--- config.mk ---
export PLATFORM = sky130hd
export DESIGN_NAME = prng_rotation_stream_cipher_top_flat
export DESIGN_NICKNAME = d
export VERILOG_FILES = /design/src/rtl/prc_pkg.sv /design/src/rtl/prc_if.sv /design/src/rtl/prc_cfg_regs.sv /design/src/rtl/prc_gen.sv /design/src/rtl/prc_rotate.sv /design/src/rtl/prng_rotation_stream_cipher_top.sv /design/src/flat_wrapper.sv
export SDC_FILE = /design/constraint.sdc
export NUM_CORES = 1
export LEC_CHECK = 0
export BUFFER_PORTS_ARGS = -buffer_cell sky130_fd_sc_hd__buf_2
export CAP_MARGIN = 20
export CELL_PAD_IN_SITES_DETAIL_PLACEMENT = 1
export CELL_PAD_IN_SITES_GLOBAL_PLACEMENT = 1
export CORE_UTILIZATION = 44
export DETAILED_ROUTE_END_ITERATION = 6
export GPL_TIMING_DRIVEN = 0
export PLACE_DENSITY_LB_ADDON = 0.25
export SLEW_MARGIN = 20
export SYNTH_ARGS = -nofsm -noshare
export SYNTH_HDL_FRONTEND = slang
export SYNTH_SLANG_ARGS = --single-unit
--- constraint.sdc ---
create_clock -name clk -period 8.45 [get_ports clk]
set_input_delay 1.69 -clock clk [delete_from_list [all_inputs] [get_ports clk]]
set_output_delay 1.69 -clock clk [all_outputs]
set_load 0.01 [all_outputs]
--- src/rtl/prc_pkg.sv ---
// ----------------------------------------------------------------------------
// prc_pkg
// Shared types, constants and arithmetic helpers for the rotation cipher.
// ----------------------------------------------------------------------------
package prc_pkg;

  localparam int unsigned GEN_W   = 17;  // generator value, 1..65536
  localparam int unsigned BYTE_W  = 8;
  localparam int unsigned ROT_W   = 7;   // rotation amount, 0..95
  localparam int unsigned IDX_W   = 1;   // configuration register index

  localparam logic [GEN_W-1:0]  GEN_MULT   = 17'd75;
  localparam logic [GEN_W-1:0]  GEN_MAX    = 17'd65536;
  localparam logic [BYTE_W-1:0] PRINT_LOW  = 8'd32;
  localparam logic [BYTE_W-1:0] PRINT_HIGH = 8'd127;
  localparam logic [BYTE_W-1:0] PRINT_SPAN = 8'd96;

  // Configuration register indexes
  localparam logic [IDX_W-1:0] REG_MODE = 1'd0;
  localparam logic [IDX_W-1:0] REG_SEED = 1'd1;

  // Configuration seen by the datapath
  typedef struct packed {
    logic             decrypt;
    logic [GEN_W-1:0] seed;
  } cfg_t;

  // Keep a generator value inside 1..65536
  function automatic logic [GEN_W-1:0] clamp_seed(input logic [GEN_W-1:0] s);
    logic [GEN_W-1:0] r;
    if (s == '0) begin
      r = GEN_W'(1);
    end else if (s > GEN_MAX) begin
      r = GEN_MAX;
    end else begin
      r = s;
    end
    return r;
  endfunction

  // One Lehmer step: g * 75 mod 65537, folded as low half minus high part
  function automatic logic [GEN_W-1:0] advance(input logic [GEN_W-1:0] g);
    logic [23:0] prod;
    logic [15:0] lo;
    logic [7:0]  hi;
    logic [17:0] res;
    prod = 24'(clamp_seed(g)) * 24'(GEN_MULT);
    lo   = prod[15:0];
    hi   = prod[23:16];
    if (lo >= 16'(hi)) begin
      res = 18'(lo) - 18'(hi);
    end else begin
      res = 18'(lo) + 18'd65537 - 18'(hi);
    end
    return res[GEN_W-1:0];
  endfunction

  // x mod 3 for a 5-bit value (base-4 digit sum, then a small fold)
  function automatic logic [1:0] mod3_small(input logic [4:0] s);
    logic [2:0] t;
    logic [2:0] r;
    t = 3'(s[1:0]) + 3'(s[3:2]) + 3'(s[4]);
    if (t >= 3'd6) begin
      r = t - 3'd6;
    end else if (t >= 3'd3) begin
      r = t - 3'd3;
    end else begin
      r = t;
    end
    return r[1:0];
  endfunction

  // g mod 96 = (g>>5 mod 3) * 32 + g[4:0]; 4 == 1 mod 3 gives a digit sum
  function automatic logic [ROT_W-1:0] mod96(input logic [GEN_W-1:0] g);
    logic [4:0] dsum;
    logic [1:0] m3;
    dsum = 5'(g[6:5]) + 5'(g[8:7]) + 5'(g[10:9]) + 5'(g[12:11])
         + 5'(g[14:13]) + 5'(g[16:15]);
    m3   = mod3_small(dsum);
    return {m3, g[4:0]};
  endfunction

  // Rotate a printable byte within 32..127; other bytes pass unchanged
  function automatic logic [BYTE_W-1:0] rotate(input logic [BYTE_W-1:0] b,
                                               input logic [ROT_W-1:0]  k,
                                               input logic              dec);
    logic [BYTE_W-1:0] off;
    logic [BYTE_W-1:0] sum;
    logic [BYTE_W-1:0] r;
    off = b - PRINT_LOW;
    if (dec) begin
      if (off >= 8'(k)) begin
        sum = off - 8'(k);
      end else begin
        sum = off + PRINT_SPAN - 8'(k);
      end
    end else begin
      sum = off + 8'(k);
      if (sum >= PRINT_SPAN) begin
        sum = sum - PRINT_SPAN;
      end
    end
    if (b < PRINT_LOW || b > PRINT_HIGH) begin
      r = b;
    end else begin
      r = sum + PRINT_LOW;
    end
    return r;
  endfunction

endpackage

--- src/rtl/prc_if.sv ---
// ----------------------------------------------------------------------------
// prc_in_if / prc_out_if
// Valid/ready channels for input bytes and result bytes.
// ----------------------------------------------------------------------------
interface prc_in_if;
  logic                       valid;
  logic                       ready;
  logic [prc_pkg::BYTE_W-1:0] data_byte;
  logic                       start_of_message;

  modport source (output valid, output data_byte, output start_of_message, input ready);
  modport sink   (input valid, input data_byte, input start_of_message, output ready);
endinterface

interface prc_out_if;
  logic                       valid;
  logic                       ready;
  logic [prc_pkg::BYTE_W-1:0] result_byte;

  modport source (output valid, output result_byte, input ready);
  modport sink   (input valid, input result_byte, output ready);
endinterface

--- src/rtl/prc_cfg_regs.sv ---
// ----------------------------------------------------------------------------
// prc_cfg_regs
// Mode and seed registers behind the plain write port.
// ----------------------------------------------------------------------------
module prc_cfg_regs (
  input  logic                      clk,
  input  logic                      rst_n,
  input  logic                      wr_en,
  input  logic [prc_pkg::IDX_W-1:0] index,
  input  logic [prc_pkg::GEN_W-1:0] wdata,
  output prc_pkg::cfg_t             cfg
);

  logic                      mode_r;
  logic                      mode_nxt;
  logic [prc_pkg::GEN_W-1:0] seed_r;
  logic [prc_pkg::GEN_W-1:0] seed_nxt;

  // Register decode
  always_comb begin
    mode_nxt = mode_r;
    seed_nxt = seed_r;
    if (wr_en) begin
      unique case (index)
        prc_pkg::REG_MODE: mode_nxt = wdata[0];
        prc_pkg::REG_SEED: seed_nxt = wdata;
        default: ;
      endcase
    end
  end

  always_ff @(posedge clk) begin
    if (!rst_n) begin
      mode_r <= 1'b0;
      seed_r <= prc_pkg::GEN_W'(1);
    end else begin
      mode_r <= mode_nxt;
      seed_r <= seed_nxt;
    end
  end

  assign cfg.decrypt = mode_r;
  assign cfg.seed    = seed_r;

endmodule

--- src/rtl/prc_gen.sv ---
// ----------------------------------------------------------------------------
// prc_gen
// Lehmer generator register, advanced once per accepted item.
// ----------------------------------------------------------------------------
module prc_gen (
  input  logic                      clk,
  input  logic                      rst_n,
  input  logic                      step,   // item accepted this cycle
  input  logic                      start,  // reload from seed first
  input  prc_pkg::cfg_t             cfg,
  output logic [prc_pkg::GEN_W-1:0] gen
);

  logic [prc_pkg::GEN_W-1:0] gen_r;
  logic [prc_pkg::GEN_W-1:0] gen_nxt;
  logic [prc_pkg::GEN_W-1:0] base;

  // Reload or continue, then one multiply-and-fold step
  always_comb begin
    base    = start ? prc_pkg::clamp_seed(cfg.seed) : gen_r;
    gen_nxt = step ? prc_pkg::advance(base) : gen_r;
  end

  always_ff @(posedge clk) begin
    if (!rst_n) begin
      gen_r <= prc_pkg::GEN_W'(1);
    end else begin
      gen_r <= gen_nxt;
    end
  end

  assign gen = gen_r;

endmodule

--- src/rtl/prc_rotate.sv ---
// ----------------------------------------------------------------------------
// prc_rotate
// Reduces the generator value mod 96, rotates the byte, holds the result.
// ----------------------------------------------------------------------------
module prc_rotate (
  input  logic                       clk,
  input  logic                       rst_n,
  input  logic                       in_valid,
  input  logic [prc_pkg::BYTE_W-1:0] in_byte,
  input  logic [prc_pkg::GEN_W-1:0]  gen,
  input  logic                       decrypt,
  output logic                       take,     // output register can load
  prc_out_if.source                  out_item
);

  logic                       out_valid_r;
  logic                       out_valid_nxt;
  logic [prc_pkg::BYTE_W-1:0] out_byte_r;
  logic [prc_pkg::BYTE_W-1:0] out_byte_nxt;
  logic [prc_pkg::ROT_W-1:0]  rot;

  assign take = !out_valid_r || out_item.ready;

  // Rotation datapath
  always_comb begin
    rot           = prc_pkg::mod96(gen);
    out_byte_nxt  = prc_pkg::rotate(in_byte, rot, decrypt);
    out_valid_nxt = take ? in_valid : out_valid_r;
  end

  always_ff @(posedge clk) begin
    if (!rst_n) begin
      out_valid_r <= 1'b0;
    end else begin
      out_valid_r <= out_valid_nxt;
    end
  end

  // Result payload, loaded only when the slot is free or draining
  always_ff @(posedge clk) begin
    if (take && in_valid) begin
      out_byte_r <= out_byte_nxt;
    end
  end

  assign out_item.valid       = out_valid_r;
  assign out_item.result_byte = out_byte_r;

endmodule

--- src/rtl/prng_rotation_stream_cipher_top.sv ---
// ----------------------------------------------------------------------------
// prng_rotation_stream_cipher_top
// Byte stream cipher: Lehmer generator (x75 mod 65537) drives a rotation
// of printable bytes within 32..127.
// ----------------------------------------------------------------------------
//  channel   dir   handshake          payload
//  in_item   in    valid/ready        data_byte[7:0], start_of_message
//  out_item  out   valid/ready        result_byte[7:0]
//  cfg_*     in    cfg_wr_en strobe   cfg_index (0 mode, 1 seed), cfg_wdata[16:0]
//
//  Throughput is one item per cycle while the output is not stalled; the
//  generator's multiply-by-75 and fold, closed through its own register, is the
//  loop that sets it. An item passes the input stage, then the result register.
//  Reset (rst_n low, synchronous) clears both valids, sets mode to encrypt,
//  seed to 1 and the generator to 1.
//  A stall at the output backs up through the input stage; in_item.ready
//  stays high while either stage has room or the output is draining.
// ----------------------------------------------------------------------------
module prng_rotation_stream_cipher_top (
  input  logic                      clk,
  input  logic                      rst_n,
  prc_in_if.sink                    in_item,
  prc_out_if.source                 out_item,
  input  logic                      cfg_wr_en,
  input  logic [prc_pkg::IDX_W-1:0] cfg_index,
  input  logic [prc_pkg::GEN_W-1:0] cfg_wdata
);

  prc_pkg::cfg_t              cfg;
  logic [prc_pkg::GEN_W-1:0]  gen;
  logic                       take;
  logic                       accept;
  logic                       s1_valid_r;
  logic                       s1_valid_nxt;
  logic [prc_pkg::BYTE_W-1:0] s1_byte_r;

  prc_cfg_regs u_cfg (
    .clk   (clk),
    .rst_n (rst_n),
    .wr_en (cfg_wr_en),
    .index (cfg_index),
    .wdata (cfg_wdata),
    .cfg   (cfg)
  );

  // Input stage handshake; the generator value tracks the item held here
  assign in_item.ready = !s1_valid_r || take;
  assign accept        = in_item.valid && in_item.ready;

  always_comb begin
    s1_valid_nxt = s1_valid_r;
    if (in_item.ready) begin
      s1_valid_nxt = in_item.valid;
    end
  end

  always_ff @(posedge clk) begin
    if (!rst_n) begin
      s1_valid_r <= 1'b0;
    end else begin
      s1_valid_r <= s1_valid_nxt;
    end
  end

  always_ff @(posedge clk) begin
    if (accept) begin
      s1_byte_r <= in_item.data_byte;
    end
  end

  prc_gen u_gen (
    .clk   (clk),
    .rst_n (rst_n),
    .step  (accept),
    .start (in_item.start_of_message),
    .cfg   (cfg),
    .gen   (gen)
  );

  prc_rotate u_rot (
    .clk      (clk),
    .rst_n    (rst_n),
    .in_valid (s1_valid_r),
    .in_byte  (s1_byte_r),
    .gen      (gen),
    .decrypt  (cfg.decrypt),
    .take     (take),
    .out_item (out_item)
  );

endmodule

--- src/flat_wrapper.sv ---
// flat-port wrapper written by rule: the top's interface ports become plain ports
module prng_rotation_stream_cipher_top_flat 
  (clk, rst_n, cfg_wr_en, cfg_index, cfg_wdata, in_item_valid, in_item_data_byte, in_item_start_of_message, in_item_ready, out_item_valid, out_item_result_byte, out_item_ready);
  prc_in_if in_item_i ();
  prc_out_if out_item_i ();
  input  logic clk;
  input  logic rst_n;
  input  logic cfg_wr_en;
  input  logic [prc_pkg::IDX_W-1:0] cfg_index;
  input  logic [prc_pkg::GEN_W-1:0] cfg_wdata;
  input wire logic [$bits(in_item_i.valid)-1:0] in_item_valid;
  input wire logic [$bits(in_item_i.data_byte)-1:0] in_item_data_byte;
  input wire logic [$bits(in_item_i.start_of_message)-1:0] in_item_start_of_message;
  output wire logic [$bits(in_item_i.ready)-1:0] in_item_ready;
  output wire logic [$bits(out_item_i.valid)-1:0] out_item_valid;
  output wire logic [$bits(out_item_i.result_byte)-1:0] out_item_result_byte;
  input wire logic [$bits(out_item_i.ready)-1:0] out_item_ready;
  assign in_item_i.valid = in_item_valid;
  assign in_item_i.data_byte = in_item_data_byte;
  assign in_item_i.start_of_message = in_item_start_of_message;
  assign in_item_ready = in_item_i.ready;
  assign out_item_valid = out_item_i.valid;
  assign out_item_result_byte = out_item_i.result_byte;
  assign out_item_i.ready = out_item_ready;
  prng_rotation_stream_cipher_top u_core (.clk(clk), .rst_n(rst_n), .in_item(in_item_i), .out_item(out_item_i), .cfg_wr_en(cfg_wr_en), .cfg_index(cfg_index), .cfg_wdata(cfg_wdata));
endmodule
# Yosys cells after proc, flatten, opt, wreduce, memory -nomap -nowiden
# Index checks and enable logic that the tools add are counted.
# classes
mul,1
mux,12
reduce_logical,11
order_cmp,9
bitwise,1
addsub,19
# op_table
operator,n
$mux W17,6
$gt A17 B17 Y1 const B,2
$logic_not A17 Y1,2
$mux W8,4
$mul A17 B7 Y24 const B,1
$add A16 B17 Y17 const B,1
$sub A16 B8 Y17,1
$sub A17 B8 Y17,1
$ge A16 B8 Y1,1
$sub A8 B7 Y8,2
$add A5 B2 Y5,2
$add A8 B6 Y8 const B,1
$add A8 B7 Y8,1
$add A8 B7 Y8 const B,1
$ge A8 B7 Y1,1
$ge A8 B7 Y1 const B,1
$gt A8 B7 Y1 const B,1
$lt A8 B6 Y1 const B,1
$sub A8 B6 Y8 const B,1
$sub A8 B7 Y8 const B,1
$add A2 B2 Y3,2
$add A4 B2 Y5,1
$add A3 B2 Y4,1
$mux W2,2
other kinds (9),15
# totals
ff_bits,53
output_inout_bits,10
input_bits,32
elab_cells,60

# Depth between registers and ports, before layout
# depth
word_depth,16
ltp_mapped,36
mapped_depth_nobuf,35

# By module
# From an unflattened synthesis, not the netlist that was laid out.
# unflattened
cells_unflattened,968
area_unflattened_um2,8150.3
# modules_own_cells
mod,cells_each,area_per_inst_um2,seq_area_each_um2,instances
prc_gen,616,4944.7,340.3,1
prc_rotate,254,2133.3,260.2,1
prc_cfg_regs,85,774.5,360.3,1
prng_rotation_stream_cipher_top,13,297.8,260.2,1

# Worst setup path before layout
# Ideal clock, no wire load.
# synth_path
path_type,input port to flip-flop
start,in in_item_start_of_message
end,"reg u_core.u_gen.gen_r, in the netlist u_core.u_gen.gen[15]"
setup_time_ns,0.060
stages,26
slack_ns,0.043
required_time_ns,8.390
t_arrival_ns,8.347
path_buffers,2
cell_sequence,clkbuf_1 clkbuf_1 nand2b_1 o21ai_0 ha_1 ha_1 inv_1 fa_1 fa_1 inv_1 ha_1 and3_1 a221o_1 a2111oi_0 nor3_1 a31oi_2 xor2_1 ha_1 inv_1 fa_1 o31a_1 o311ai_2 a41oi_1 xor2_1 a2111oi_0 a311o_1
# synth_between
elab_chain_cells,8
# synth_lines
element,line_no,source
from (decl),flat_wrapper.sv:13,input wire logic [$bits(in_item_i.start_of_message)-1:0] in_item_start_of_message;
$mux W17 *,prc_gen.sv:20,base = start ? prc_pkg::clamp_seed(cfg.seed) : gen_r;
$gt A17 B17 Y1,prc_pkg.sv:33,end else if (s > GEN_MAX) begin
$mux W17,prc_pkg.sv:33,
$mux W17 *,prc_pkg.sv:31,if (s == '0) begin
$mul A17 B7 Y24 *,prc_pkg.sv:47,prod = 24'(clamp_seed(g)) * 24'(GEN_MULT);
$add A16 B17 Y17,prc_pkg.sv:53,res = 18'(lo) + 18'd65537 - 18'(hi);
$sub A17 B8 Y17,prc_pkg.sv:53,
$mux W17 *,prc_pkg.sv:50,if (lo >= 16'(hi)) begin
to (signal assigned),prc_gen.sv:26,gen_r <= prc_pkg::GEN_W'(1);
to (signal assigned),prc_gen.sv:28,gen_r <= gen_nxt;
to (decl),prc_gen.sv:14,logic [prc_pkg::GEN_W-1:0] gen_r;
# Every way passes the cells marked *; elsewhere a longest branch is shown, timed or not.
# A chain may end at the register's enable or synchronous reset.

# Worst setup path in the final report
# Ends and elaborated chain as after synthesis.

==> out/qor.yml <==
clock.fmax_mhz: 121.7
critical-path-slowest-cell: "sky130_fd_sc_hd__fa_1"
synth-async-reset-ratio: 0
core_area_sq_um: 17240
h-tree-depth: 2
synth_top_family_by_area: "adder cells"
synth.area.top_cells: "sky130_fd_sc_hd__ha_1, sky130_fd_sc_hd__fa_1, sky130_fd_sc_hd__dfxtp_1"
first_pass_grt_wire_length_mm: 35.13
final.period_utilization: 0.9725
worstPathArrival_ns: 8.41
drt-vias-per-instance: 5.547
layout.core_utilization: 0.5123
core.rowCount: 48
worst_slack_on_hold_paths_ns: 0.4850
yosys.area_share.adder: 0.3354
synth_flop_cell: "sky130_fd_sc_hd__dfxtp_1"
synth.yosys.warnings: 0
synth-seq-cells: 53
worst_clock_skew_ns: 0.007367
synthXorXnorAreaFrac: 0.06682
fillCellCount: 2065
detail_route.wl_per_cell_microns: 18.45
globalplace.congestion: 0.8337
status: "finished, final reports clean"
maxCapViolCount: 0
worst_setup_path_start_kind: "input port"
final_antenna_net_count: 0
grt_remaining_overflow: 0
worst-slew-pin-transition_ns: 0.8470
cts.sinks: 53
worst_relative_slew_slack: 0.4320
detailedPlacementHpwl_mm: 17.89
final_period_demand_of_the_worst_path_ns: 8.217
route.vias.total: 6651
synthSimpleGateAreaFrac: 0.1583
die_h_microns: 134.4
synthMuxAreaShare: 0.02043
cts_made_buffers: 5
design.die.area_sq_um: 18070
syn_nets: 1116
timing.final.hold_violations: 0
critical_path.max_stage_delay_ns: 0.53
dr.first_iter.drc_count: 252
combined_area_of_the_multi_input_logic_cells_sq_um: 6221
synthDistinctLibCells: 81
crit_path_max_fanout: 10
syn_area_per_cell_sq_um: 8.515
largest_net_degree_at_the_start_of_global_routing: 18
layout-drive-gt1-share: 0.1499
initial_utilization: 0.4476
setup_viol: 0
seqCellArea_sq_um: 1221
route.final.wire_length_mm: 22.12
synth.largest_area_cell: "sky130_fd_sc_hd__ha_1"
antenna_found_initial: 0
synth_top_cell_area_share: 0.2108
final_nets: 1183
hold_buffers: 0
die_x_microns: 134.4
worstPathRequired_ns: 8.64
tritoncts: "yes"
worst_hold_path_type: "register to register"
synth.yosys.seq_area_share: 0.1583
slew_viol_final: 0
grt_pass1_vias: 6848
clock_insertion_delay_worst_skew_ns: 0.30
synth-edff-count: 16
flow.area_growth_from_synthesis_pct: 14.45
post_synth_instance_area_sq_um: 7715
top_level_port_count: 42
place.port_buffers: 41
synthCells: 906
type_of_element_capturing_the_critical_path: "register"
cts.path.max_buffers: 2
clkSlewWorstSetupHoldPaths_ns: 0.07
antenna_cells: 0
drc_errors: 0
crit_type: "input port to register"
synth_compound_gate_area_share: 0.1891
global_route.usage.total: 0.2459
root_buffer: "sky130_fd_sc_hd__clkbuf_16"
drt-pass1-iter-count: 4
[synthesized netlist by cell type (all sizes together), types with 7 or more instances]
master  instances
clkbuf         15
a21oi          67
a31oi          12
a21o           19
nand3          20
nor2b          16
nor4            9
nand2          84
o21a            9
fa             48
o21bai          7
a211o           7
dfxtp          37
nand2b         17
nor3           20
o21ai          43
xor2           22
edfxtp         16
mux2i           9
o211ai          8
and2            7
ha            130
nor2           53
inv           117
xnor2          36
[worst max-delay path: cells and delay by family]
| kind | cells | cell delay [ns] |
|---|---|---|
| compound gates | 14 | 2.73 |
| buf+inv | 6 | 0.64 |
| fa+ha+maj | 7 | 2.41 |
| xor+xnor | 2 | 0.40 |
| simple gates | 2 | 0.51 |
[cell type report]
class,count,area share
buffer,20,0.01587
clock buffer,6,0.01460
clock inverter,2,0.004393
inverter,118,0.05016
multi-input combinational,714,0.7045
sequential,53,0.1383
tap,225,0.03188
timing repair buffer,61,0.04024
[sequential cells by signal (all words and copies together) (netlist names)]
register and flops:
u_core.u_rot.out_item.valid 1, u_core.s1_valid_r 1, u_core.u_cfg.mode_r 1, u_core.u_rot.out_item.result_byte 8, u_core.u_gen.gen 17, u_core.u_cfg.seed_r 17
u_core.s1_byte_r 8
[final timing paths]
| kind | startpoint | endpoint | slack (ns) | cells past startpoint |
|---|---|---|---|---|
| worst min-delay path | u_core.u_cfg.seed_r[15] | u_core.u_cfg.seed_r[15] | 0.48 | 2 |
| worst min register to register | u_core.u_cfg.seed_r[15] | u_core.u_cfg.seed_r[15] | 0.48 | 2 |
| worst max-delay path | in_item_start_of_message | u_core.u_gen.gen[15] | 0.23 | 31 |
| worst max register to register | u_core.u_gen.gen[9] | u_core.u_gen.gen[15] | 0.62 | 33 |
[cell families after synthesis]
logic type | after synthesis
AOI/OAI and AO/OA | 212
and+or+nand+nor | 251
DFF | 53
xor gates and xnor gates | 58
buffers and inverters | 139
adders and majority gates | 178
muxes | 15
[routing by layer]
layer	up-vias	share of wire	track usage
met5	-	0	0
met2	122	0.50	0.4381
li1	3254	-	-
met1	3245	0.44	0.3192
met3	30	0.036	0.01738
met4	0	0.024	0.06742
[timing repair]
action	CTS	global route
endpoints found under the setup margin	17	17
resized for setup	39	35
buffers inserted	6	14
pin swaps	4	20
[per-stage QoR]
step / TNS [ns] / area [sq um] / cells / worst slack (ns)
after floorplan: 0 / 7715 / 906 / 0.04307
after global placement: -12.39 / 8202 / 1172 / -1.176
after detailed placement: -14.89 / 8202 / 1172 / -1.308
after CTS: 0 / 8559 / 1185 / 0.007566
after global routing: -0.1179 / 8830 / 1199 / -0.08206
final: 0 / 8830 / 1199 / 0.2327
[layout by cell type, fill, tap and decap left out, types with 4 or more instances in the layout]
cell type                   instances
sky130_fd_sc_hd__ha_1             124
sky130_fd_sc_hd__inv_1            117
sky130_fd_sc_hd__nand2_1           84
sky130_fd_sc_hd__a21oi_1           55
sky130_fd_sc_hd__nor2_1            47
sky130_fd_sc_hd__fa_1              47
sky130_fd_sc_hd__buf_2             43
sky130_fd_sc_hd__dfxtp_1           37
sky130_fd_sc_hd__o21ai_0           35
sky130_fd_sc_hd__xnor2_1           35
sky130_fd_sc_hd__buf_4             21
sky130_fd_sc_hd__xor2_1            20
sky130_fd_sc_hd__nand3_1           19
sky130_fd_sc_hd__nor3_1            18
sky130_fd_sc_hd__nand2b_1          16
sky130_fd_sc_hd__a21o_1            16
sky130_fd_sc_hd__edfxtp_1          16
sky130_fd_sc_hd__nor2b_1           14
sky130_fd_sc_hd__a31oi_1           11
sky130_fd_sc_hd__clkbuf_1          11
sky130_fd_sc_hd__o21a_1             9
sky130_fd_sc_hd__mux2i_1            9
sky130_fd_sc_hd__nor4_1             8
sky130_fd_sc_hd__o211ai_1           7
sky130_fd_sc_hd__o21bai_1           7
sky130_fd_sc_hd__nand4_1            6
sky130_fd_sc_hd__a21oi_4            6
sky130_fd_sc_hd__a21oi_2            6
sky130_fd_sc_hd__o21ai_1            6
sky130_fd_sc_hd__a211o_1            6
sky130_fd_sc_hd__nand3b_1           5
sky130_fd_sc_hd__clkbuf_16          5
sky130_fd_sc_hd__and2_1             4
sky130_fd_sc_hd__a211oi_1           4
sky130_fd_sc_hd__mux2_2             4
sky130_fd_sc_hd__ha_2               4
Power is left out: the tool's default activity adds up to more than one toggle a clock period on the data nets, which glitch-free logic cannot reach.
